## src/hdl/bpbc_pkg.sv

```systemverilog
// ---------------------------------------------------------------------------
// Button press blink coder package
// Shared types, field widths and timing constants of the press length coder.
// ---------------------------------------------------------------------------
`default_nettype none

package bpbc_pkg;

   // Pattern selection held in the mode register.
   typedef enum logic [1:0] {
      MODE_BLINK = 2'd0,
      MODE_LEVEL = 2'd1,
      MODE_VALUE = 2'd2,
      MODE_MULTI = 2'd3
   } mode_type;

   localparam int DUR_W    = 16;
   localparam int VALUE_W  = 10;
   localparam int PULSES_W = 8;
   localparam int HALF_W   = 9;

   localparam int REQ_DATA_W = 8;
   localparam int RSP_DATA_W = 32;

   // Bit positions of the result fields inside rsp_tdata.
   localparam int RSP_LED_BIT  = 0;
   localparam int RSP_DUR_LSB  = 1;
   localparam int RSP_VAL_LSB  = RSP_DUR_LSB + DUR_W;
   localparam int RSP_BUSY_BIT = RSP_VAL_LSB + VALUE_W;
   localparam int RSP_USED_W   = RSP_BUSY_BIT + 1;

   localparam logic [DUR_W-1:0]   DUR_MAX      = 16'hFFFF;
   localparam logic [DUR_W-1:0]   DUR_1000     = 16'd1000;
   localparam logic [DUR_W-1:0]   DUR_3000     = 16'd3000;
   localparam logic [VALUE_W-1:0] VALUE_MAX    = 10'd655;

   localparam logic [HALF_W-1:0]  HALF_BLINK   = 9'd250;
   localparam logic [HALF_W-1:0]  HALF_SINGLE  = 9'd300;
   localparam logic [HALF_W-1:0]  HALF_TRIPLE  = 9'd150;
   localparam logic [HALF_W-1:0]  HALF_DOUBLE  = 9'd200;
   localparam logic [HALF_W-1:0]  HALF_SHORT   = 9'd100;

   localparam logic [PULSES_W-1:0] PULSES_ONE   = 8'd1;
   localparam logic [PULSES_W-1:0] PULSES_TWO   = 8'd2;
   localparam logic [PULSES_W-1:0] PULSES_THREE = 8'd3;
   localparam logic [PULSES_W-1:0] PULSES_FIVE  = 8'd5;

   // Reciprocals for division of the quartered duration by 125 and by 25.
   localparam logic [14:0] RECIP_125 = 15'd16778;
   localparam int          SHIFT_125 = 21;
   localparam logic [12:0] RECIP_25  = 13'd5243;
   localparam int          SHIFT_25  = 17;

endpackage

`default_nettype wire

```

## src/hdl/button_press_blink_coder_top.sv

```systemverilog
// ---------------------------------------------------------------------------
// Button press blink coder, top level
// Measures button press lengths on 1 ms ticks and plays an LED pattern or stores a value.
// ---------------------------------------------------------------------------
// Each request item is one 1 ms tick carrying the active-low button level in
// req_tdata[0]; every item gives exactly one response item holding the LED
// level and status after that tick. A new item is accepted every cycle while
// no response is held back: the tick update is a single pass of logic from
// the state registers into the response register, whose longest path is the
// reciprocal multiply that turns the released press length into a pulse
// count or a value. req_tready is low only while a response is held back by
// rsp_tready. The mode register is sampled on the release tick only; the user
// must write it via csr_wen/csr_wdata while the block is idle; it is not enforced.
`default_nettype none

module button_press_blink_coder_top #(
   parameter int COUNT_WIDTH = 16
) (
   input  wire logic                              clock,
   input  wire logic                              reset,
   input  wire logic                              req_tvalid,
   output logic                                   req_tready,
   // req_tdata: [0] button_level, [7:1] zero
   input  wire logic [bpbc_pkg::REQ_DATA_W-1:0]   req_tdata,
   output logic                                   rsp_tvalid,
   input  wire logic                              rsp_tready,
   // rsp_tdata: [0] led_on, [16:1] last_duration_ms, [26:17] adjusted_value,
   // [27] pattern_busy, [31:28] zero
   output logic [bpbc_pkg::RSP_DATA_W-1:0]        rsp_tdata,
   input  wire logic                              csr_wen,
   input  wire logic [1:0]                        csr_wdata
);

   localparam int DW = bpbc_pkg::DUR_W;
   localparam int PW = bpbc_pkg::PULSES_W;
   localparam int HW = bpbc_pkg::HALF_W;
   localparam int VW = bpbc_pkg::VALUE_W;

   bpbc_pkg::mode_type   mode_ff;
   logic [COUNT_WIDTH-1:0] press_counter_ff, press_counter_in;
   logic [DW-1:0]        latched_duration_ff, latched_duration_in;
   logic                 prev_button_ff, prev_button_in;
   logic [PW-1:0]        pulses_left_ff, pulses_left_in;
   logic [HW-1:0]        half_period_ff, half_period_in;
   logic [HW-1:0]        phase_timer_ff, phase_timer_in;
   logic                 led_phase_ff, led_phase_in;
   logic [VW-1:0]        stored_value_ff, stored_value_in;
   logic                 single_pulse_ff, single_pulse_in;
   logic                 rsp_tvalid_ff;
   logic [bpbc_pkg::RSP_DATA_W-1:0] rsp_tdata_ff, rsp_tdata_in;

   logic                 req_accept;
   logic                 button_level;
   logic                 busy;
   logic                 count_full;
   logic [DW-1:0]        duration;
   logic [28:0]          prod_500;
   logic [26:0]          prod_100;
   logic [PW-1:0]        blink_pulses;
   logic [HW-1:0]        timer_dec;
   logic [PW-1:0]        pulses_dec;
   logic                 led_out;

   assign req_tready   = !rsp_tvalid_ff || rsp_tready;
   assign req_accept   = req_tvalid && req_tready;
   assign button_level = req_tdata[0];
   assign busy         = pulses_left_ff != '0;
   assign count_full   = press_counter_ff == '1;

   // Saturate the press count to the 16-bit duration field.
   always_comb begin
      if (press_counter_ff > COUNT_WIDTH'(bpbc_pkg::DUR_MAX)) begin
         duration = bpbc_pkg::DUR_MAX;
      end else begin
         duration = DW'(press_counter_ff);
      end
   end

   // d/500 = (d/4)/125 and d/100 = (d/4)/25, each by a reciprocal multiply
   // that is exact over the whole 14-bit range of d/4.
   assign prod_500     = 29'(duration[DW-1:2]) * 29'(bpbc_pkg::RECIP_125);
   assign prod_100     = 27'(duration[DW-1:2]) * 27'(bpbc_pkg::RECIP_25);
   assign blink_pulses = prod_500[bpbc_pkg::SHIFT_125 +: PW];

   assign timer_dec  = (phase_timer_ff != '0) ? phase_timer_ff - 1'b1 : phase_timer_ff;
   assign pulses_dec = pulses_left_ff - 1'b1;

   always_comb begin
      press_counter_in    = press_counter_ff;
      latched_duration_in = latched_duration_ff;
      prev_button_in      = prev_button_ff;
      pulses_left_in      = pulses_left_ff;
      half_period_in      = half_period_ff;
      phase_timer_in      = phase_timer_ff;
      led_phase_in        = led_phase_ff;
      stored_value_in     = stored_value_ff;
      single_pulse_in     = single_pulse_ff;

      if (busy) begin
         // The button is ignored while a pattern plays.
         phase_timer_in = timer_dec;
         if (timer_dec == '0) begin
            if (led_phase_ff) begin
               led_phase_in = 1'b0;
               if (single_pulse_ff && pulses_left_ff == bpbc_pkg::PULSES_ONE) begin
                  pulses_left_in = '0;
               end else begin
                  phase_timer_in = half_period_ff;
               end
            end else begin
               pulses_left_in = pulses_dec;
               if (pulses_dec != '0) begin
                  led_phase_in   = 1'b1;
                  phase_timer_in = half_period_ff;
               end
            end
         end
      end else if (!button_level) begin
         if (prev_button_ff) begin
            press_counter_in = COUNT_WIDTH'(1);
         end else if (!count_full) begin
            press_counter_in = press_counter_ff + 1'b1;
         end
         prev_button_in = 1'b0;
      end else begin
         prev_button_in = 1'b1;
         if (!prev_button_ff) begin
            latched_duration_in = duration;
            unique case (mode_ff)
               bpbc_pkg::MODE_BLINK: begin
                  pulses_left_in  = blink_pulses;
                  half_period_in  = bpbc_pkg::HALF_BLINK;
                  phase_timer_in  = bpbc_pkg::HALF_BLINK;
                  led_phase_in    = blink_pulses != '0;
                  single_pulse_in = 1'b0;
               end
               bpbc_pkg::MODE_LEVEL: begin
                  led_phase_in = 1'b1;
                  if (duration < bpbc_pkg::DUR_1000) begin
                     pulses_left_in  = bpbc_pkg::PULSES_ONE;
                     half_period_in  = bpbc_pkg::HALF_SINGLE;
                     phase_timer_in  = bpbc_pkg::HALF_SINGLE;
                     single_pulse_in = 1'b1;
                  end else begin
                     pulses_left_in  = bpbc_pkg::PULSES_THREE;
                     half_period_in  = bpbc_pkg::HALF_TRIPLE;
                     phase_timer_in  = bpbc_pkg::HALF_TRIPLE;
                     single_pulse_in = 1'b0;
                  end
               end
               bpbc_pkg::MODE_VALUE: begin
                  stored_value_in = prod_100[bpbc_pkg::SHIFT_25 +: VW];
               end
               bpbc_pkg::MODE_MULTI: begin
                  led_phase_in = 1'b1;
                  if (duration < bpbc_pkg::DUR_1000) begin
                     pulses_left_in  = bpbc_pkg::PULSES_ONE;
                     half_period_in  = bpbc_pkg::HALF_SHORT;
                     phase_timer_in  = bpbc_pkg::HALF_SHORT;
                     single_pulse_in = 1'b1;
                  end else if (duration < bpbc_pkg::DUR_3000) begin
                     pulses_left_in  = bpbc_pkg::PULSES_TWO;
                     half_period_in  = bpbc_pkg::HALF_DOUBLE;
                     phase_timer_in  = bpbc_pkg::HALF_DOUBLE;
                     single_pulse_in = 1'b0;
                  end else begin
                     pulses_left_in  = bpbc_pkg::PULSES_FIVE;
                     half_period_in  = bpbc_pkg::HALF_SHORT;
                     phase_timer_in  = bpbc_pkg::HALF_SHORT;
                     single_pulse_in = 1'b0;
                  end
               end
            endcase
         end
      end

      if (!prev_button_in) begin
         led_out = 1'b1;
      end else begin
         led_out = (pulses_left_in != '0) && led_phase_in;
      end

      rsp_tdata_in = '0;
      rsp_tdata_in[bpbc_pkg::RSP_LED_BIT]       = led_out;
      rsp_tdata_in[bpbc_pkg::RSP_DUR_LSB +: DW] = latched_duration_in;
      rsp_tdata_in[bpbc_pkg::RSP_VAL_LSB +: VW] = stored_value_in;
      rsp_tdata_in[bpbc_pkg::RSP_BUSY_BIT]      = pulses_left_in != '0;
   end

   always_ff @(posedge clock) begin
      if (reset) begin
         mode_ff <= bpbc_pkg::MODE_BLINK;
      end else if (csr_wen) begin
         mode_ff <= bpbc_pkg::mode_type'(csr_wdata);
      end
   end

   always_ff @(posedge clock) begin
      if (reset) begin
         press_counter_ff    <= '0;
         latched_duration_ff <= '0;
         prev_button_ff      <= 1'b1;
         pulses_left_ff      <= '0;
         half_period_ff      <= '0;
         phase_timer_ff      <= '0;
         led_phase_ff        <= 1'b0;
         stored_value_ff     <= '0;
         single_pulse_ff     <= 1'b0;
      end else if (req_accept) begin
         press_counter_ff    <= press_counter_in;
         latched_duration_ff <= latched_duration_in;
         prev_button_ff      <= prev_button_in;
         pulses_left_ff      <= pulses_left_in;
         half_period_ff      <= half_period_in;
         phase_timer_ff      <= phase_timer_in;
         led_phase_ff        <= led_phase_in;
         stored_value_ff     <= stored_value_in;
         single_pulse_ff     <= single_pulse_in;
      end
   end

   always_ff @(posedge clock) begin
      if (reset) begin
         rsp_tvalid_ff <= 1'b0;
      end else if (req_accept) begin
         rsp_tvalid_ff <= 1'b1;
      end else if (rsp_tready) begin
         rsp_tvalid_ff <= 1'b0;
      end
   end

   always_ff @(posedge clock) begin
      if (req_accept) begin
         rsp_tdata_ff <= rsp_tdata_in;
      end
   end

   assign rsp_tvalid = rsp_tvalid_ff;
   assign rsp_tdata  = rsp_tdata_ff;

endmodule

`default_nettype wire

```

## config.mk

```make
export PLATFORM = sky130hd
export DESIGN_NAME = button_press_blink_coder_top
export DESIGN_NICKNAME = d
export VERILOG_FILES = /design/src/hdl/bpbc_pkg.sv /design/src/hdl/button_press_blink_coder_top.sv
export SDC_FILE = /design/constraint.sdc
export NUM_CORES = 1
export LEC_CHECK = 0
export BUFFER_PORTS_ARGS = -buffer_cell sky130_fd_sc_hd__buf_2
export CAP_MARGIN = 15
export CORE_UTILIZATION = 50
export CTS_CLUSTER_DIAMETER = 40
export DETAILED_ROUTE_END_ITERATION = 10
export MAX_ROUTING_LAYER = met4
export PLACE_DENSITY = 0.67
export SYNTH_ARGS = -nofsm -noshare
export SYNTH_HDL_FRONTEND = slang
export SYNTH_SLANG_ARGS = --single-unit
```

## constraint.sdc

```tcl
create_clock -name clock -period 11.4 [get_ports clock]
set_input_delay 0 -clock clock [delete_from_list [all_inputs] [get_ports clock]]
set_output_delay 0 -clock clock [all_outputs]
set_load 0.02 [all_outputs]
```

* After elaboration in Yosys (flattened, before gate mapping)
Cells that the tools add are included.
Cells by class: eq/ne operators 7, $lt $le $gt $ge 3, multiplexer cells 45, $mul 2, shift-type cells 0, divide/modulo/power cells 0, reductions and logical operators 22, add/sub/neg operators 3, bitwise operators 3
Operators by type and width (count):
- $mux 16 | 6
- $mux 9 | 9
- $mux 8 | 8
- $mux 10 | 4
- $reduce_bool 8->1 | 4
- $mul 14x14->28 const B | 1
- $mul 14x13->27 const B | 1
- $pmux 9 s3 | 1
- $pmux 8 s3 | 1
- $add 16x1->16 const B | 1
- $eq 16x16->1 const B | 1
- $gt 16x16->1 const B | 1
- $lt 16x10->1 const B | 1
- $lt 16x12->1 const B | 1
- $mux 1 | 11
- $reduce_and 5->1 | 2
- $logic_not 9->1 | 1
- $reduce_bool 9->1 | 1
- $sub 9x1->9 const B | 1
- $eq 8x1->1 const B | 1
- $reduce_and 4->1 | 2
- $sub 8x1->8 const B | 1
- $mux 3 | 2
- $reduce_bool 2->1 | 3
- 14 further kinds | 20
Storage, ports and cells: memories kept 0, bits in writable memories 0, bits of input ports 15, latch bits 0, output and inout bits 34, register bits after elaboration 102, logic and storage cells 98, bits in read-only memories 0

* Logic depth before layout (Yosys ltp)
depth after elaboration 11, mapped depth 21, depth with buffers taken out 21

* Least setup slack after synthesis
OpenSTA, ideal clock, no wires.
path kind reg2reg, start point register press_counter_ff[10], end point register rsp_tdata_ff, in the netlist rsp_tdata[0], data pin, data required time 11.138 ns, setup time 0.262 ns, arrival time 5.084 ns, period minus slack after synthesis 5.346 ns, stages on the path, launching flop included 19, path buffers 1, path slack 6.054 ns, cells stage by stage dfxtp_1 -> inv_1 -> ha_1 -> ha_1 -> ha_1 -> fa_1 -> fa_1 -> ha_1 -> ha_1 -> and4_1 -> and3_1 -> a211o_1 -> or2_1 -> clkbuf_1 -> a311oi_1 -> o2111a_1 -> a41oi_1 -> nor3b_1 -> a31oi_1
Between the ends: word-level cells in the longest chain between the ends 11, elaborated cells between the ends (all ways) 19, those cells by class mul (1); order compare (3); mux (12); reduce/logical (3)
Ends and longest elaborated chain:
- start, declared | RTL line button_press_blink_coder_top.sv:40 | logic [COUNT_WIDTH-1:0] press_counter_ff, press_counter_in;
- start signal, assigned | RTL line button_press_blink_coder_top.sv:210 | press_counter_ff <= press_counter_in;
- $gt 16x16->1 | RTL line button_press_blink_coder_top.sv:72 | if (press_counter_ff > COUNT_WIDTH'(bpbc_pkg::DUR_MAX)) begin
- $mux 16 (*) | RTL line button_press_blink_coder_top.sv:72
- parallel branches: the longest is 8 deep, another holds $mul 14x14->28
- $logic_and 1x1->1 (*) | RTL line button_press_blink_coder_top.sv:180 | led_out = (pulses_left_in != '0) && led_phase_in;
- end signal, assigned | RTL line button_press_blink_coder_top.sv:234 | rsp_tdata_ff <= rsp_tdata_in;
- end, declared | RTL line button_press_blink_coder_top.sv:50 | logic [bpbc_pkg::RSP_DATA_W-1:0] rsp_tdata_ff, rsp_tdata_in;
Every way passes the cells marked *. A chain may end at the register's enable or synchronous reset.

* Final worst setup path
Ends and elaborated chain as after synthesis.

==> impl_metrics.ini <==
[clock_network]
cts_hold_buf = 7
clock_path_buffers = 2
htree_levels = 3
clock_latency_ns = 0.36
cts.sinks = 100
cts_tree = built
cts_inserted_buffers = 9
post_cts_buffers = 0
cts.clk_slew.worst_paths_ns = 0.09
clockRootBuffer = clkbuf_16
cts-resized-gates = 0

[logic_synthesis]
ys_top_cells_by_count = ha_1 (200), inv_1 (187), nor2_1 (105), fa_1 (86), nand2_1 (84)
synth_seq_cells = 100
synth_cells = 1189
synth_top_area_share_pct = 23.23
yosys.area.top_type = ha_1
yosysMostFrequentCell = ha_1
synth_cell_types = 81
ys_async_sr_fraction_pct = 0
ys_warn_count = 0
synthesis.area_um2 = 10770
syn_area_per_cell_um2 = 9.058
synthTopCellsByArea = ha_1 (23%), fa_1 (16%), dfxtp_1 (13%), edfxtp_1 (7.8%), inv_1 (6.5%)
ys.flop_type = dfxtp_1
synth_edf_count = 28
seq_area_frac_synth_pct = 21.19

[routing]
postRouteWirelength_um = 24200
drt_iter0_markers = 519
via_per_inst = 5.551
ant_nets = 0
vias = 8299
dr.pass1.iters = 5
drc = 0
wire_per_inst_um = 16.19

[worst_setup_path]
rr_worst_depth = 17
cp.arrival_ns = 6.34
reg2reg_slack_ns = 5.15
timing.rr.end = rsp_tdata[0]
crit_required_ns = 11.49
crit_path_end_kind = register
slowest_delay_ns = 0.86
slowest_stage = dfxtp_1
regToRegStartpoint = press_counter_ff[10]
crit_path_start_kind = register
crit_type = reg2reg
critPathMostFrequentCell = ha_1
cp_max_fo = 12
path_cells = inv_1 -> ha_1 -> ha_1 -> ha_1 -> fa_1 -> fa_1 -> ha_1 -> ha_1 -> and4_1 -> nand4_1 -> a2111oi_0 -> nor3_1 -> xor2_1 -> o2111a_1 -> a41oi_1 -> nor3b_1 -> a31oi_1

[sta]
fmax_mhz = 160.0
worst_clock_skew_ns = 0.01909
holdWs_ns = 0.2439
fin_tns_setup_ns = 0
rsz0062_at_grt = false
period_share_pct = 54.82
hold_viol = 0
setup_viol = 0
min_period_ns = 6.249
worst_pin_slew_ns = 1.039
relSlewSlack_pct = 30.70
fin_ws_ns = 5.151
drv_slew = 0

[power_and_ir_drop]
seqPwrFrac_pct = 39.2
p_per_area_nw_per_um2 = 93.49
ir_drop_mv = 0.06081
leakagePower_nw = 5.911
power.clock.fraction_pct = 29.1
p_int_uw = 683.4
swShare_pct = 36.73
combinationalPowerShare_pct = 31.7
switchingPower_uw = 396.7
p_total_mw = 1.080

[global_route]
antenna_found_initial = 0
grt_pass1_wl_um = 40770
grt_pass1_vias = 8174
grt_max_degree = 66
grtUsageTotal_pct = 24.04
grt_overflow_total = 0

[placed_design]
portBuffers = 37
place.gp.congestion = 0.9249
place_hpwl_um = 19090
dp_cells = 1472
dpl-instance-area_um2 = 11180
pre_cts_ws_ns = 5.169

[floorplan]
start_util_pct = 51.07
die_height_um = 148.8
die_area_um2 = 22130
die_x_um = 148.8
io-pin-count = 49
fp-row-count = 53
core_area_um2 = 21090

[min_path]
holdPathStages = 3
hold_path.class = in2reg
hold_start = reset
holdPathEnd = phase_timer_ff[8]

[layout]
instances_no_fill = 1495
final_util_pct = 54.78
num_antenna_cells = 0
syn_to_final_growth_pct = 7.260
nets = 1516
drive_gt1_share_pct = 7.049
fill_cells = 1924
final_area_um2 = 11550

[status]
status = complete, no violations

[job]
cap_violations = 0
[worst max-delay path, delay by kind of cell, from the launching register on]
kind	cells	cell delay (ns)
AOI/OAI and AO/OA	4	0.93
xor gates and xnor gates	1	0.33
adders and majority gates	7	2.63
buffers and inverters	1	0.40
DFF	1	0.86
and+or+nand+nor	4	0.83
[power by group through the flow]
| stage | Combinational, mW | Clock, mW | Sequential, mW |
|---|---|---|---|
| after floorplan | 0.260 | 0 | 0.430 |
| after global placement | 0.335 | 0 | 0.430 |
| after detailed placement | 0.335 | 0 | 0.431 |
| after CTS | 0.339 | 0.322 | 0.423 |
| after global routing | 0.377 | 0.337 | 0.428 |
| final | 0.342 | 0.314 | 0.424 |
[how the worst max path moves through the flow]
stage                         startpoint                  to  slack [ns]  cells after the start
finish              press_counter_ff[10]        rsp_tdata[0]        5.15                     17
CTS                 press_counter_ff[10]        rsp_tdata[0]        5.15                     17
detailed placement  press_counter_ff[10]        rsp_tdata[0]        5.17                     17
global placement    press_counter_ff[10]        rsp_tdata[0]        5.21                     17
floorplan           press_counter_ff[10]        rsp_tdata[0]        6.05                     18
global route        press_counter_ff[13]  stored_value_ff[8]        4.77                     17
[cell families (layout without fill, tap and decap cells)]
logic type	Yosys count	count (layout)	synth area share, %
AO/OA/AOI/OAI	213	213	13.20
XOR/XNOR	32	32	2.602
adder cells (fa/ha/maj)	286	286	39.22
buffers and inverters	223	251	8.016
flip-flops	100	100	21.19
multiplexers	13	13	1.266
other	1	4	0.03482
AND/OR/NAND/NOR	321	321	14.47
[flip-flops by register name, indices dropped and copies added (netlist names)]
register / cells
single_pulse_ff: 1
rsp_tvalid: 1
phase_timer_ff: 9
prev_button_ff: 1
half_period_ff: 7
latched_duration_ff: 16
rsp_tdata: 28
stored_value_ff: 10
mode_ff: 2
press_counter_ff: 16
led_phase_ff: 1
pulses_left_ff: 8
[metal layers]
| layer | track usage, % | vias to the layer above | part of all wire, % |
|---|---|---|---|
| li1 | - | 4123 | - |
| met1 | 32.07 | 4007 | 47 |
| met2 | 38.20 | 144 | 47 |
| met3 | 3.731 | 25 | 4.4 |
| met4 | 5.969 | 0 | 1.6 |
| met5 | - | - | 0 |
[cell usage in the layout, fill, tap and decap left out, types with 35 or more instances in the layout]
cell type / n
nor2_1: 105
inv_1: 186
ha_1: 200
nor3_1: 35
nand2_1: 84
fa_1: 86
buf_2: 37
o21ai_0: 49
dfxtp_1: 72
a21oi_1: 54
[area by class of cell]
class                      instances  area, µm²  area share, %
multi-input combinational        869       7636          66.10
clock buffer                       9      225.2          1.950
clock inverter                     7      77.57         0.6715
timing repair buffer              48      285.3          2.469
sequential                       100       2282          19.76
inverter                         187      701.9          6.076
tap                              275      344.1          2.978
Note: power is estimated with default switching activity, not from simulation.
